File: src/rtl/polygon_outlier_rejecting_smoother_assert.svh
// assertion macros for the polygon smoother
`ifndef POLYGON_OUTLIER_REJECTING_SMOOTHER_ASSERT_SVH
`define POLYGON_OUTLIER_REJECTING_SMOOTHER_ASSERT_SVH
// implication checked every clock outside reset
`define POS_ASSERT_IMP(label, clk, rstn, ante, cons, msg) \
    label: assert property (@(posedge clk) disable iff (!rstn) (ante) |-> (cons)) \
        else $error(msg);
// next-cycle implication checked every clock outside reset
`define POS_ASSERT_NEXT(label, clk, rstn, ante, cons, msg) \
    label: assert property (@(posedge clk) disable iff (!rstn) (ante) |=> (cons)) \
        else $error(msg);
`endif

File: src/rtl/pors_pkg.sv
// shared types and constants for the polygon smoother
package pors_pkg;
    localparam int HISTORY_DEPTH = 16;
    localparam int COORD_WIDTH   = 16;
    localparam int NCOORD        = 8;
    localparam int SLOT_W        = $clog2(HISTORY_DEPTH);
    localparam int FILL_W        = $clog2(HISTORY_DEPTH + 1);
    localparam int CFG_W         = 5;
    localparam int POLY_W        = NCOORD * COORD_WIDTH;
    // sum of up to HISTORY_DEPTH coordinates
    localparam int SUM_W         = COORD_WIDTH + FILL_W + 1;
    // l1 distance over eight coordinates
    localparam int DIST_W        = COORD_WIDTH + 5;
    localparam int CNT_W         = $clog2(SUM_W + 1);

    localparam logic [0:0] CFG_KEEP_COUNT    = 1'b0;
    localparam logic [0:0] CFG_AVERAGE_COUNT = 1'b1;
    localparam int         CFG_ADDR_W        = 1;

    typedef struct packed {
        logic signed [COORD_WIDTH-1:0] bottom_left_x;
        logic signed [COORD_WIDTH-1:0] bottom_left_y;
        logic signed [COORD_WIDTH-1:0] bottom_right_x;
        logic signed [COORD_WIDTH-1:0] bottom_right_y;
        logic signed [COORD_WIDTH-1:0] top_right_x;
        logic signed [COORD_WIDTH-1:0] top_right_y;
        logic signed [COORD_WIDTH-1:0] top_left_x;
        logic signed [COORD_WIDTH-1:0] top_left_y;
    } poly_in_t;

    typedef struct packed {
        logic signed [COORD_WIDTH-1:0] smooth_bottom_left_x;
        logic signed [COORD_WIDTH-1:0] smooth_bottom_left_y;
        logic signed [COORD_WIDTH-1:0] smooth_bottom_right_x;
        logic signed [COORD_WIDTH-1:0] smooth_bottom_right_y;
        logic signed [COORD_WIDTH-1:0] smooth_top_right_x;
        logic signed [COORD_WIDTH-1:0] smooth_top_right_y;
        logic signed [COORD_WIDTH-1:0] smooth_top_left_x;
        logic signed [COORD_WIDTH-1:0] smooth_top_left_y;
    } poly_out_t;

    // divider handshake between sequencer and divider
    typedef struct packed {
        logic start;
        logic busy;
        logic done;
    } div_ctl_t;
endpackage

File: src/rtl/polygon_outlier_rejecting_smoother.sv
// top level: history fifo, sequencer and shared divider of the polygon smoother
//
//  channel | direction | handshake              | payload
//  s_      | in        | s_valid / s_ready      | s_data   (pors_pkg::poly_in_t)
//  m_      | out       | m_valid / m_ready      | m_data   (pors_pkg::poly_out_t)
//  cfg_    | in        | cfg_valid / cfg_ready  | cfg_addr, cfg_data
//
// after acceptance a request spends a write step, a sum pass over the history
// and eight divisions; with enough valid entries it adds a distance pass, avg
// picks, an accumulate step and eight more divisions; with nothing valid the
// input passes through undivided.
// reset is synchronous active low; s_ready is low until the result is taken on m_.
module polygon_outlier_rejecting_smoother (
    input  logic                                aclk,
    input  logic                                aresetn,
    input  logic                                s_valid,
    output logic                                s_ready,
    input  pors_pkg::poly_in_t                  s_data,
    output logic                                m_valid,
    input  logic                                m_ready,
    output pors_pkg::poly_out_t                 m_data,
    input  logic                                cfg_valid,
    output logic                                cfg_ready,
    input  logic [pors_pkg::CFG_ADDR_W-1:0]     cfg_addr,
    input  logic [pors_pkg::CFG_W-1:0]          cfg_data
);
    localparam int CW = pors_pkg::COORD_WIDTH;
    localparam int SW = pors_pkg::SLOT_W;
    localparam int FW = pors_pkg::FILL_W;
    localparam int NC = pors_pkg::NCOORD;

    typedef enum logic [3:0] {
        ST_IDLE, ST_WRITE, ST_SUM_RD, ST_SUM_ACC, ST_DIV1, ST_DIST_RD,
        ST_DIST_ACC, ST_SEL_RD, ST_SEL_ACC, ST_SEL_ADD_RD, ST_SEL_ADD,
        ST_DIV2, ST_OUT
    } state_t;

    state_t                        state_reg;
    logic [pors_pkg::CFG_W-1:0]    keep_reg, avg_reg;
    logic [FW-1:0]                 fill_reg;
    logic [SW-1:0]                 oldest_reg;
    logic [FW-1:0]                 keep_c, avg_c, valid_reg;
    logic [FW-1:0]                 age_reg, k_reg, best_reg;
    logic [pors_pkg::DIST_W-1:0]   best_d_reg;
    logic [pors_pkg::DIST_W-1:0]   dist_reg [pors_pkg::HISTORY_DEPTH];
    logic [pors_pkg::DIST_W-1:0]   dacc_reg;
    logic [pors_pkg::HISTORY_DEPTH-1:0] taken_reg;
    logic signed [pors_pkg::SUM_W-1:0] sum_reg [NC];
    logic signed [CW-1:0]          mean_reg [NC];
    logic [2:0]                    j_reg;
    logic                          second_reg;
    pors_pkg::poly_in_t            in_reg;
    pors_pkg::poly_out_t           out_reg;

    logic                          ram_we;
    logic [SW-1:0]                 ram_addr;
    logic [pors_pkg::POLY_W-1:0]   ram_rdata;
    logic signed [CW-1:0]          rd_c [NC];
    logic signed [CW-1:0]          in_c [NC];
    logic [pors_pkg::DIST_W-1:0]   dist_c;
    logic signed [CW:0]            diff_c;

    pors_pkg::div_ctl_t            div_ctl;
    logic signed [CW-1:0]          div_q;
    logic [FW-1:0]                 div_den;

    // clamp the window and average counts
    always_comb begin
        keep_c = (keep_reg == '0) ? FW'(1)
               : (keep_reg > pors_pkg::CFG_W'(pors_pkg::HISTORY_DEPTH))
                 ? FW'(pors_pkg::HISTORY_DEPTH) : FW'(keep_reg);
        avg_c  = (avg_reg == '0) ? FW'(1) : FW'(avg_reg);
    end

    // unpack coordinates, word 0 is bottom_left_x in the msbs
    always_comb begin
        for (int i = 0; i < NC; i++) begin
            rd_c[i] = ram_rdata[pors_pkg::POLY_W-1-i*CW -: CW];
            in_c[i] = in_reg[pors_pkg::POLY_W-1-i*CW -: CW];
        end
    end

    // l1 distance of the read entry from the mean, one coordinate per cycle
    always_comb begin
        diff_c = (CW+1)'(mean_reg[j_reg]) - (CW+1)'(rd_c[j_reg]);
        dist_c = dacc_reg + pors_pkg::DIST_W'(diff_c[CW] ? -diff_c : diff_c);
    end

    // history address: slot of age, slot of best for the pick read, write at slot of fill
    always_comb begin
        ram_we   = (state_reg == ST_WRITE);
        ram_addr = SW'(oldest_reg + SW'(state_reg == ST_WRITE ? fill_reg
                 : (state_reg == ST_SEL_ADD_RD ? best_reg : age_reg)));
    end

    pors_ram #(.WIDTH(pors_pkg::POLY_W), .DEPTH(pors_pkg::HISTORY_DEPTH)) u_hist (
        .aclk  (aclk),
        .we    (ram_we),
        .addr  (ram_addr),
        .wdata (in_reg),
        .rdata (ram_rdata)
    );

    // no division when nothing is valid, the input passes through
    assign div_den = second_reg ? avg_c : valid_reg;
    assign div_ctl.start = (state_reg == ST_DIV1 || state_reg == ST_DIV2)
                         && !div_ctl.busy && !div_ctl.done
                         && (second_reg || valid_reg != '0);

    pors_div u_div (
        .aclk     (aclk),
        .aresetn  (aresetn),
        .start    (div_ctl.start),
        .dividend (sum_reg[j_reg]),
        .divisor  (div_den),
        .busy     (div_ctl.busy),
        .quotient (div_q)
    );

    logic div_run_reg;
    assign div_ctl.done = div_run_reg && !div_ctl.busy;

    assign s_ready   = (state_reg == ST_IDLE);
    assign m_valid   = (state_reg == ST_OUT);
    assign m_data    = out_reg;
    assign cfg_ready = (state_reg == ST_IDLE);

    always_ff @(posedge aclk) begin
        if (!aresetn) begin
            state_reg   <= ST_IDLE;
            keep_reg    <= pors_pkg::CFG_W'(10);
            avg_reg     <= pors_pkg::CFG_W'(5);
            fill_reg    <= '0;
            oldest_reg  <= '0;
            div_run_reg <= 1'b0;
        end else begin
            if (cfg_valid && cfg_ready) begin
                unique case (cfg_addr)
                    pors_pkg::CFG_KEEP_COUNT:    keep_reg <= cfg_data;
                    pors_pkg::CFG_AVERAGE_COUNT: avg_reg  <= cfg_data;
                    default: ;
                endcase
            end
            if (div_ctl.start) div_run_reg <= 1'b1;
            unique case (state_reg)
                ST_IDLE: begin
                    if (s_valid) begin
                        in_reg <= s_data;
                        if (fill_reg >= FW'(pors_pkg::HISTORY_DEPTH)) begin
                            oldest_reg <= oldest_reg + 1'b1;
                            fill_reg   <= fill_reg - 1'b1;
                        end
                        state_reg <= ST_WRITE;
                    end
                end
                ST_WRITE: begin
                    // push then trim down to the window in one step
                    if (fill_reg + 1'b1 > keep_c) begin
                        oldest_reg <= SW'(oldest_reg + SW'(fill_reg + 1'b1 - keep_c));
                        fill_reg   <= keep_c;
                    end else begin
                        fill_reg   <= fill_reg + 1'b1;
                    end
                    for (int i = 0; i < NC; i++) sum_reg[i] <= '0;
                    valid_reg  <= '0;
                    age_reg    <= '0;
                    second_reg <= 1'b0;
                    state_reg  <= ST_SUM_RD;
                end
                ST_SUM_RD: begin
                    state_reg <= (age_reg == fill_reg) ? ST_DIV1 : ST_SUM_ACC;
                    j_reg     <= '0;
                end
                ST_SUM_ACC: begin
                    if (rd_c[0] != '0 || rd_c[1] != '0) begin
                        valid_reg <= valid_reg + 1'b1;
                        for (int i = 0; i < NC; i++)
                            sum_reg[i] <= sum_reg[i] + pors_pkg::SUM_W'(rd_c[i]);
                    end
                    age_reg   <= age_reg + 1'b1;
                    state_reg <= ST_SUM_RD;
                end
                ST_DIV1, ST_DIV2: begin
                    if (!second_reg && valid_reg == '0) begin
                        for (int i = 0; i < NC; i++) out_reg[pors_pkg::POLY_W-1-i*CW -: CW] <= in_c[i];
                        state_reg <= ST_OUT;
                    end else if (div_ctl.done) begin
                        div_run_reg    <= 1'b0;
                        mean_reg[j_reg] <= div_q;
                        out_reg[pors_pkg::POLY_W-1-j_reg*CW -: CW] <= div_q;
                        j_reg <= j_reg + 1'b1;
                        if (j_reg == 3'(NC-1)) begin
                            age_reg   <= '0;
                            if (!second_reg && valid_reg >= avg_c) state_reg <= ST_DIST_RD;
                            else state_reg <= ST_OUT;
                        end
                    end
                end
                ST_DIST_RD: begin
                    if (age_reg == fill_reg) begin
                        taken_reg <= '0;
                        k_reg     <= '0;
                        for (int i = 0; i < NC; i++) sum_reg[i] <= '0;
                        age_reg   <= '0;
                        best_reg  <= fill_reg;
                        state_reg <= ST_SEL_RD;
                    end else begin
                        j_reg     <= '0;
                        dacc_reg  <= '0;
                        state_reg <= ST_DIST_ACC;
                    end
                end
                ST_DIST_ACC: begin
                    if (j_reg == 3'(NC-1)) begin
                        dist_reg[age_reg[SW-1:0]] <= dist_c;
                        age_reg   <= age_reg + 1'b1;
                        state_reg <= ST_DIST_RD;
                    end else begin
                        dacc_reg  <= dist_c;
                    end
                    j_reg <= j_reg + 1'b1;
                end
                ST_SEL_RD: begin
                    // scan for the lowest untaken distance, older wins ties
                    if (age_reg == fill_reg) begin
                        state_reg <= (best_reg == fill_reg || k_reg == avg_c)
                                   ? ST_SEL_ACC : ST_SEL_ADD_RD;
                    end else begin
                        if (!taken_reg[age_reg[SW-1:0]] && (best_reg == fill_reg
                            || dist_reg[age_reg[SW-1:0]] < best_d_reg)) begin
                            best_reg   <= age_reg;
                            best_d_reg <= dist_reg[age_reg[SW-1:0]];
                        end
                        age_reg <= age_reg + 1'b1;
                    end
                end
                ST_SEL_ADD_RD: begin
                    state_reg <= ST_SEL_ADD;
                end
                ST_SEL_ADD: begin
                    taken_reg[best_reg[SW-1:0]] <= 1'b1;
                    for (int i = 0; i < NC; i++)
                        sum_reg[i] <= sum_reg[i] + pors_pkg::SUM_W'(rd_c[i]);
                    k_reg    <= k_reg + 1'b1;
                    age_reg  <= '0;
                    best_reg <= fill_reg;
                    state_reg <= (k_reg + 1'b1 == avg_c) ? ST_SEL_ACC : ST_SEL_RD;
                end
                ST_SEL_ACC: begin
                    second_reg <= 1'b1;
                    j_reg      <= '0;
                    state_reg  <= ST_DIV2;
                end
                ST_OUT: begin
                    if (m_ready) state_reg <= ST_IDLE;
                end
                default: state_reg <= ST_IDLE;
            endcase
        end
    end

`include "polygon_outlier_rejecting_smoother_assert.svh"

    // no new request while a result is pending
    `POS_ASSERT_IMP(a_no_accept_busy, aclk, aresetn, m_valid, !s_ready, "accept while result pending")
    // fill never exceeds the history depth
    `POS_ASSERT_IMP(a_fill_range, aclk, aresetn, 1'b1, fill_reg <= FW'(pors_pkg::HISTORY_DEPTH), "fill overflow")
    // an accepted request leaves idle at once
    `POS_ASSERT_NEXT(a_leave_idle, aclk, aresetn, s_valid && s_ready, state_reg == ST_WRITE, "no write after accept")
endmodule

File: src/rtl/pors_ram.sv
// generic single port ram with registered read
module pors_ram #(
    parameter int WIDTH = 8,
    parameter int DEPTH = 16
) (
    input  logic                     aclk,
    input  logic                     we,
    input  logic [$clog2(DEPTH)-1:0] addr,
    input  logic [WIDTH-1:0]         wdata,
    output logic [WIDTH-1:0]         rdata
);
    logic [WIDTH-1:0] mem [DEPTH];

    always_ff @(posedge aclk) begin
        if (we) begin
            mem[addr] <= wdata;
        end
        rdata <= mem[addr];
    end
endmodule

File: src/rtl/pors_div.sv
// signed restoring divider, one quotient bit per cycle, truncates toward zero
module pors_div (
    input  logic                               aclk,
    input  logic                               aresetn,
    input  logic                               start,
    input  logic signed [pors_pkg::SUM_W-1:0]  dividend,
    input  logic [pors_pkg::FILL_W-1:0]        divisor,
    output logic                               busy,
    output logic signed [pors_pkg::COORD_WIDTH-1:0] quotient
);
    localparam int W = pors_pkg::SUM_W;

    logic [W-1:0]                 quo_reg;
    logic [W-1:0]                 rem_reg;
    logic [pors_pkg::FILL_W-1:0]  den_reg;
    logic                         neg_reg;
    logic [pors_pkg::CNT_W-1:0]   cnt_reg;
    logic                         busy_reg;
    logic [W:0]                   trial;
    logic [W-1:0]                 quo_fix;

    assign trial   = {rem_reg, quo_reg[W-1]} - {{(W+1-pors_pkg::FILL_W){1'b0}}, den_reg};
    assign busy    = busy_reg;
    assign quo_fix = neg_reg ? (~quo_reg + 1'b1) : quo_reg;
    assign quotient = quo_fix[pors_pkg::COORD_WIDTH-1:0];

    always_ff @(posedge aclk) begin
        if (!aresetn) begin
            busy_reg <= 1'b0;
            cnt_reg  <= '0;
        end else if (start) begin
            busy_reg <= 1'b1;
            cnt_reg  <= pors_pkg::CNT_W'(W);
            neg_reg  <= dividend[W-1];
            quo_reg  <= dividend[W-1] ? W'(-dividend) : W'(dividend);
            rem_reg  <= '0;
            den_reg  <= divisor;
        end else if (busy_reg) begin
            if (!trial[W]) begin
                rem_reg <= trial[W-1:0];
                quo_reg <= {quo_reg[W-2:0], 1'b1};
            end else begin
                rem_reg <= {rem_reg[W-2:0], quo_reg[W-1]};
                quo_reg <= {quo_reg[W-2:0], 1'b0};
            end
            cnt_reg <= cnt_reg - 1'b1;
            if (cnt_reg == pors_pkg::CNT_W'(1)) begin
                busy_reg <= 1'b0;
            end
        end
    end
endmodule

File: config.mk
export PLATFORM = sky130hd
export DESIGN_NAME = polygon_outlier_rejecting_smoother
export DESIGN_NICKNAME = d
export VERILOG_FILES = /design/src/rtl/pors_pkg.sv /design/src/rtl/polygon_outlier_rejecting_smoother.sv /design/src/rtl/pors_ram.sv /design/src/rtl/pors_div.sv
export VERILOG_INCLUDE_DIRS = /design/src /design/src/rtl
export SDC_FILE = /design/constraint.sdc
export NUM_CORES = 2
export LEC_CHECK = 0
export BUFFER_PORTS_ARGS = -buffer_cell sky130_fd_sc_hd__buf_2
export CAP_MARGIN = 25
export CELL_PAD_IN_SITES_DETAIL_PLACEMENT = 1
export CELL_PAD_IN_SITES_GLOBAL_PLACEMENT = 2
export CORE_UTILIZATION = 48
export CTS_CLUSTER_SIZE = 12
export DETAILED_ROUTE_END_ITERATION = 7
export GPL_TIMING_DRIVEN = 0
export PLACE_DENSITY_LB_ADDON = 0.1
export SLEW_MARGIN = 20
export SYNTH_ARGS = -nofsm -noshare
export SYNTH_HDL_FRONTEND = slang
export SYNTH_SLANG_ARGS = --single-unit
File: constraint.sdc
create_clock -name aclk -period 11.2 [get_ports aclk]
set_clock_uncertainty 0.15 [all_clocks]
set_input_delay 2.24 -clock aclk [delete_from_list [all_inputs] [get_ports aclk]]
set_output_delay 2.24 -clock aclk [all_outputs]
set_load 0.005 [all_outputs]
; ---- After elaboration in Yosys (flattened, before gate mapping)
; Memories as Yosys holds them, arrays and structs flattened. A register that Yosys moved wholly into a read port is not among the register bits.
; Index checks and enable logic that the tools add are counted.
[word_totals]
word_cells = 331
n_memories = 4
inputBits = 139
mem_bits_rw = 2688
reg_bits = 418
[classes]
n_reduce_logical = 57
addsub = 27
n_eq_ne = 35
muxes = 129
shift = 2
order_cmp = 9
bitwise_logic = 30
[mem_list]
columns = memory, words, width, rd, rd_ports_with_merged_regs, wr, line_no
row1 = u_hist.mem, 16, 128, 1, 1, 1, pors_ram.sv:12  ; logic [WIDTH-1:0] mem [DEPTH];
row2 = dist_reg, 16, 21, 1, 1, 1, polygon_outlier_rejecting_smoother.sv:45  ; logic [pors_pkg::DIST_W-1:0] dist_reg [pors_pkg::HISTORY_DEPTH];
row3 = sum_reg, 8, 22, 9, 1, 8, polygon_outlier_rejecting_smoother.sv:48  ; logic signed [pors_pkg::SUM_W-1:0] sum_reg [NC];
row4 = mean_reg, 8, 16, 1, 1, 1, polygon_outlier_rejecting_smoother.sv:49  ; logic signed [CW-1:0] mean_reg [NC];
[op_table]
columns = operator, count
row1 = two-way mux 22 bit, 29
row2 = two-way mux 128 bit, 2
row3 = adder 22 x 16 -> 22 bit, 8
row4 = variable shift 16 x 34 -> 143 bit (first input constant), 1
row5 = variable part select 16 x 34 -> 143 bit, 1
row6 = bitwise mux 128 bit, 1
row7 = two-way mux 5 bit, 19
row8 = two-way mux 16 bit, 4
row9 = two-way mux 21 bit, 3
row10 = two-way mux 4 bit, 15
row11 = binary-select mux 16 bit (select 3 bit), 1
row12 = case mux 4 bit (11 select lines), 1
row13 = case mux 21 bit (2 select lines), 1
row14 = two-way mux 1 bit, 36
row15 = negation 32 -> 34 bit, 1
row16 = case mux 16 bit (2 select lines), 1
row17 = nonzero test 16 bit, 2
row18 = case mux 5 bit (2 select lines), 3
row19 = case mux 5 bit (6 select lines), 1
row20 = != test 2 bit (second input constant), 12
row21 = OR 1 bit, 24
row22 = subtractor 23 x 5 -> 23 bit, 1
row23 = negation 22 bit, 1
row24 = adder 21 bit, 1
row25 = other kinds (55), 120

; ---- Depth between registers and ports, before layout
[depth]
depth_word = 10
depth_mapped = 28
mapped_depth_nobuf = 24

; ---- By module
; Synthesis repeated with hierarchy kept, for this count alone.
[hier_totals]
cells_unflattened = 7409
hier_area_um2 = 134191.2
[modules_own_cells]
columns = module, area_per_inst_um2, n_inst, cells_per_inst, seq_area_each_um2
row1 = pors_ram, 79124.6, 1, 3271, 64061.4
row2 = polygon_outlier_rejecting_smoother, 51469.4, 1, 3768, 29768.6
row3 = pors_div, 3597.2, 1, 370, 1621.6

; ---- Worst setup path after synthesis
; No wires, ideal clock.
[synth_path]
kind = register to register
from = reg state_reg[3]
to = mem u_hist.mem[13][0] (netlist name) (enable)
n_path_buf = 5
t_arrival_ns = 8.404
stages_incl_launch_ff = 13
setup_slack_ns = 2.029
required_ns = 10.433
cell_sequence = dfxtp_1 > clkbuf_1 > clkbuf_1 > mux2i_1 > a21oi_1 > ha_1 > inv_1 > fa_1 > clkbuf_1 > clkbuf_1 > clkbuf_1 > nand3_1 > nor2_1
[synth_via]
elab_chain_cells = 4
word_cells_on_any_way = 7
cone_classes = add/sub: 1 / eq/ne: 2 / mux: 4
[synth_rtl]
columns = element, line_no
row1 = start: declaration, polygon_outlier_rejecting_smoother.sv:38  ; state_t state_reg;
row2 = start signal: assignment, polygon_outlier_rejecting_smoother.sv:171  ; state_reg <= (age_reg == fill_reg) ? ST_DIV1 : ST_SUM_ACC;
row3 = start signal: assignment, polygon_outlier_rejecting_smoother.sv:226  ; state_reg <= (best_reg == fill_reg || k_reg == avg_c)
row4 = start signal: assignment, polygon_outlier_rejecting_smoother.sv:247  ; state_reg <= (k_reg + 1'b1 == avg_c) ? ST_SEL_ACC : ST_SEL_RD;
row5 = == test 4 bit, polygon_outlier_rejecting_smoother.sv:93  ; : (state_reg == ST_SEL_ADD_RD ? best_reg : age_reg)));
row6 = two-way mux 4 bit, polygon_outlier_rejecting_smoother.sv:93
row7 = two-way mux 4 bit, polygon_outlier_rejecting_smoother.sv:92  ; ram_addr = SW'(oldest_reg + SW'(state_reg == ST_WRITE ? fill_reg
row8 = adder 4 bit, polygon_outlier_rejecting_smoother.sv:92
row9 = end: declaration, pors_ram.sv:12
; Several ways; a longest one is shown, not always the timed one.

==> summary.txt <==
Clock network
  – CTS tree: done
  – Worst-path clk slew: 60 ps
  – Post-CTS Setup Inserts: 0
  – Num Clock Sinks: 3241
  – CTS-repair resized insts: 0
  – Num CTS Buffers: 350
  – Worst-Skew Late Latency: 940 ps
  – H-tree depth: 5
  – Hold_buf cts: 0
  – Root Driver: clkbuf_16
  – Max clock buf depth: 4

Critical path
  – R2r endpoint: dist_reg[7][20]
  – WP data required: 11480 ps
  – CP max FO: 16
  – Worst setup EP type: flip-flop
  – WP data arrival: 10390 ps
  – Critical path type: reg -> reg
  – CP Launch Type: flip-flop
  – Reg-to-reg slack, setup: ~1100 ps
  – Worst R2R Path Depth: 27

Final layout
  – Max reg flops: 2048
  – P&R area growth vs syn: 16.6%
  – Multi-input gate area: 0.0379 mm²
  – Filler Cell Count: 24.9k
  – Final net count: 9066
  – Final Util: 0.565
  – FF/Latch Area: 0.0955 mm²
  – Commonest non-fill, non-tap cell in the layout: edfxtp_1
  – Most frequent cells in the layout: 3054 x edfxtp_1, 775 x nand2_1, 710 x mux4_2
  – Layout cells sized above 1: 0.215

Hold path
  – Hold depth: 2
  – Worst hold path class: reg -> reg
  – HP Start: sum_reg[4][13]
  – Worst hold path endpoint: sum_reg[4][13]

GRT
  – Total track usage: 0.300
  – First-pass GRT wire length: ~600 mm
  – Initial antenna violation count: between 50 and 60
  – Total global routing overflow: 0
  – Vias in the first global route: about 79k
  – Largest net degree at the start of global routing: 46

Synthesis
  – Average instance area after synthesis: 17.3 µm²
  – Sequential fraction of the synthesis area: 0.710
  – Synth async-reset ratio: 0
  – Post-Syn Instances: roughly 8k
  – Synth Warn #: 0
  – Cell variety after synth: between 80 and 90
  – Post-synth EDFFs: 3054
  – Flops & latches, synth: 3241
  – Syn Std Cell Area: 0.134 mm²
  – Synth Flop Type: edfxtp_1

Placed design
  – Detailed Place HPWL: between 300 and 400 mm
  – Port buffer count: 268
  – GP Congestion: 0.946

Route
  – Detail Route Antenna Nets: 0
  – DR vias: 77.7k
  – DRT Pass-1 Iters: 5
  – DRC: 0
  – Via/cell ratio: 6.14
  – 1st-iter DRT viols: 7967
  – Final Routed Wirelength: roughly 420 mm
  – Routed wire per std cell: 33.5 µm

STA
  – Final Critical Period: roughly 10000 ps
  – Final-report setup violation count: 0
  – Max Clk Rate: slightly below 100 MHz
  – Setup TNS: 0 ps
  – Unrepaired setup endpoints after global routing: false
  – Final hold vios: 0
  – Slew margin rel.: 0.192
  – Max Slew Vio Count: 0
  – Worst-margin pin slew: 1210 ps
  – Period utilization: 0.903

Floorplan
  – DIE WIDTH: 531 µm
  – Core area: 0.277 mm²
  – Starting density of the core: 0.484
  – Ports: 270
  – DIE AREA: 0.282 mm²
  – Row cnt: 193
  – DIE HEIGHT: 531 µm

Job
  – Max_cap viols: 0

Status
  – Outcome: completed
## critical path: stages (launching register included)
cell and delay, ps:
dfxtp_1 400, buf_2 350, buf_2 470, buf_1 640, clkbuf_1 770, buf_1 640, mux4_2 430, mux2_2 320
ha_1 290, clkbuf_1 330, and4_1 260, and3_1 160, o211ai_1 140, o2111ai_1 190, nand3_1 150, a22oi_1 610
nor2_1 110, xnor2_1 350, ha_1 360, a21o_1 180, a21oi_1 250, o21ai_0 120, o211ai_1 170, a21oi_1 200
a221o_1 400, a41oi_1 300, mux2i_1 250, nand4_1 560
## through the flow
step           instances  hold WS (ps)  cell area [µm²]  setup slack (ps)
2_1_floorplan       7793           295           134000              2030
3_3_place_gp       11766           333           140000             -8740
3_5_place_dp       11975           338           145000              1080
4_1_cts            12594           350           156000              1040
5_1_grt            12623           370           157000               415
6_report           12642           346           157000              1090
## worst max path at each step
stage	start	endpoint	slack, ps	cells past startpoint
6_report	flip-flop	dist_reg[7][20]	1090	27
2_1_floorplan	state_reg[3]	u_hist.mem[13][0]	2030	12
4_1_cts	flip-flop	dist_reg[15][20]	1040	27
3_5_place_dp	flip-flop	dist_reg[0][20]	1080	27
3_3_place_gp	state_reg[3]	u_hist.mem[12][34]	-8740	12
5_1_grt	flip-flop	dist_reg[7][20]	420	27
## area by class of cell
cell class / instances / share of cell area
multi-input cells: 4073 / 0.242
plain buffers: 359 / 0.00936
clock buffers: 493 / 0.0633
diodes: 26 / 0.000415
well taps: 3705 / 0.0296
inverters: 120 / 0.00287
repair buffers: 499 / 0.0366
clock inverters: 126 / 0.00707
flip-flops and latches: 3241 / 0.609
## cell families after synthesis
| kind of cell | after synthesis | share of synthesized area |
|---|---|---|
| simple gates | 1731 | 0.0575 |
| buf+inv | 479 | 0.0138 |
| other cells | 1 | 0.0000279 |
| mux | 801 | 0.126 |
| fa+ha+maj | 283 | 0.0272 |
| compound gates | 986 | 0.0477 |
| xor+xnor | 269 | 0.0176 |
| flops | 3241 | 0.710 |
## synth_stat cells, types with 46 or more instances
master	number	area, µm²
xnor2_1	137	1200
nor2_1	409	1540
inv_1	118	443
o21ai_0	181	906
ha_1	268	3350
dfxtp_1	187	3740
xor2_1	131	1150
nand2_1	778	2920
nor3_1	72	360
mux2i_1	52	521
edfxtp_1	3054	91700
buf_1	74	278
and3_1	148	926
and2_1	46	288
a31oi_1	154	963
a21oi_1	220	1100
clkbuf_1	270	1010
mux4_2	710	16000
nand3_1	93	465
a22o_1	68	596
a21o_1	86	646
## per-layer routing
metal / part of all wire / vias to the layer above / global-route usage
met1: 0.42 / 41487 / 0.427
met5: 0.00016 / - / 0
met3: 0.068 / 631 / 0.0437
li1: - / 32579 / -
met4: 0.036 / 10 / 0.106
met2: 0.47 / 2965 / 0.475
Power is not shown: default switching activity piles up to over one toggle a cycle in this logic, so the estimate is an artifact.
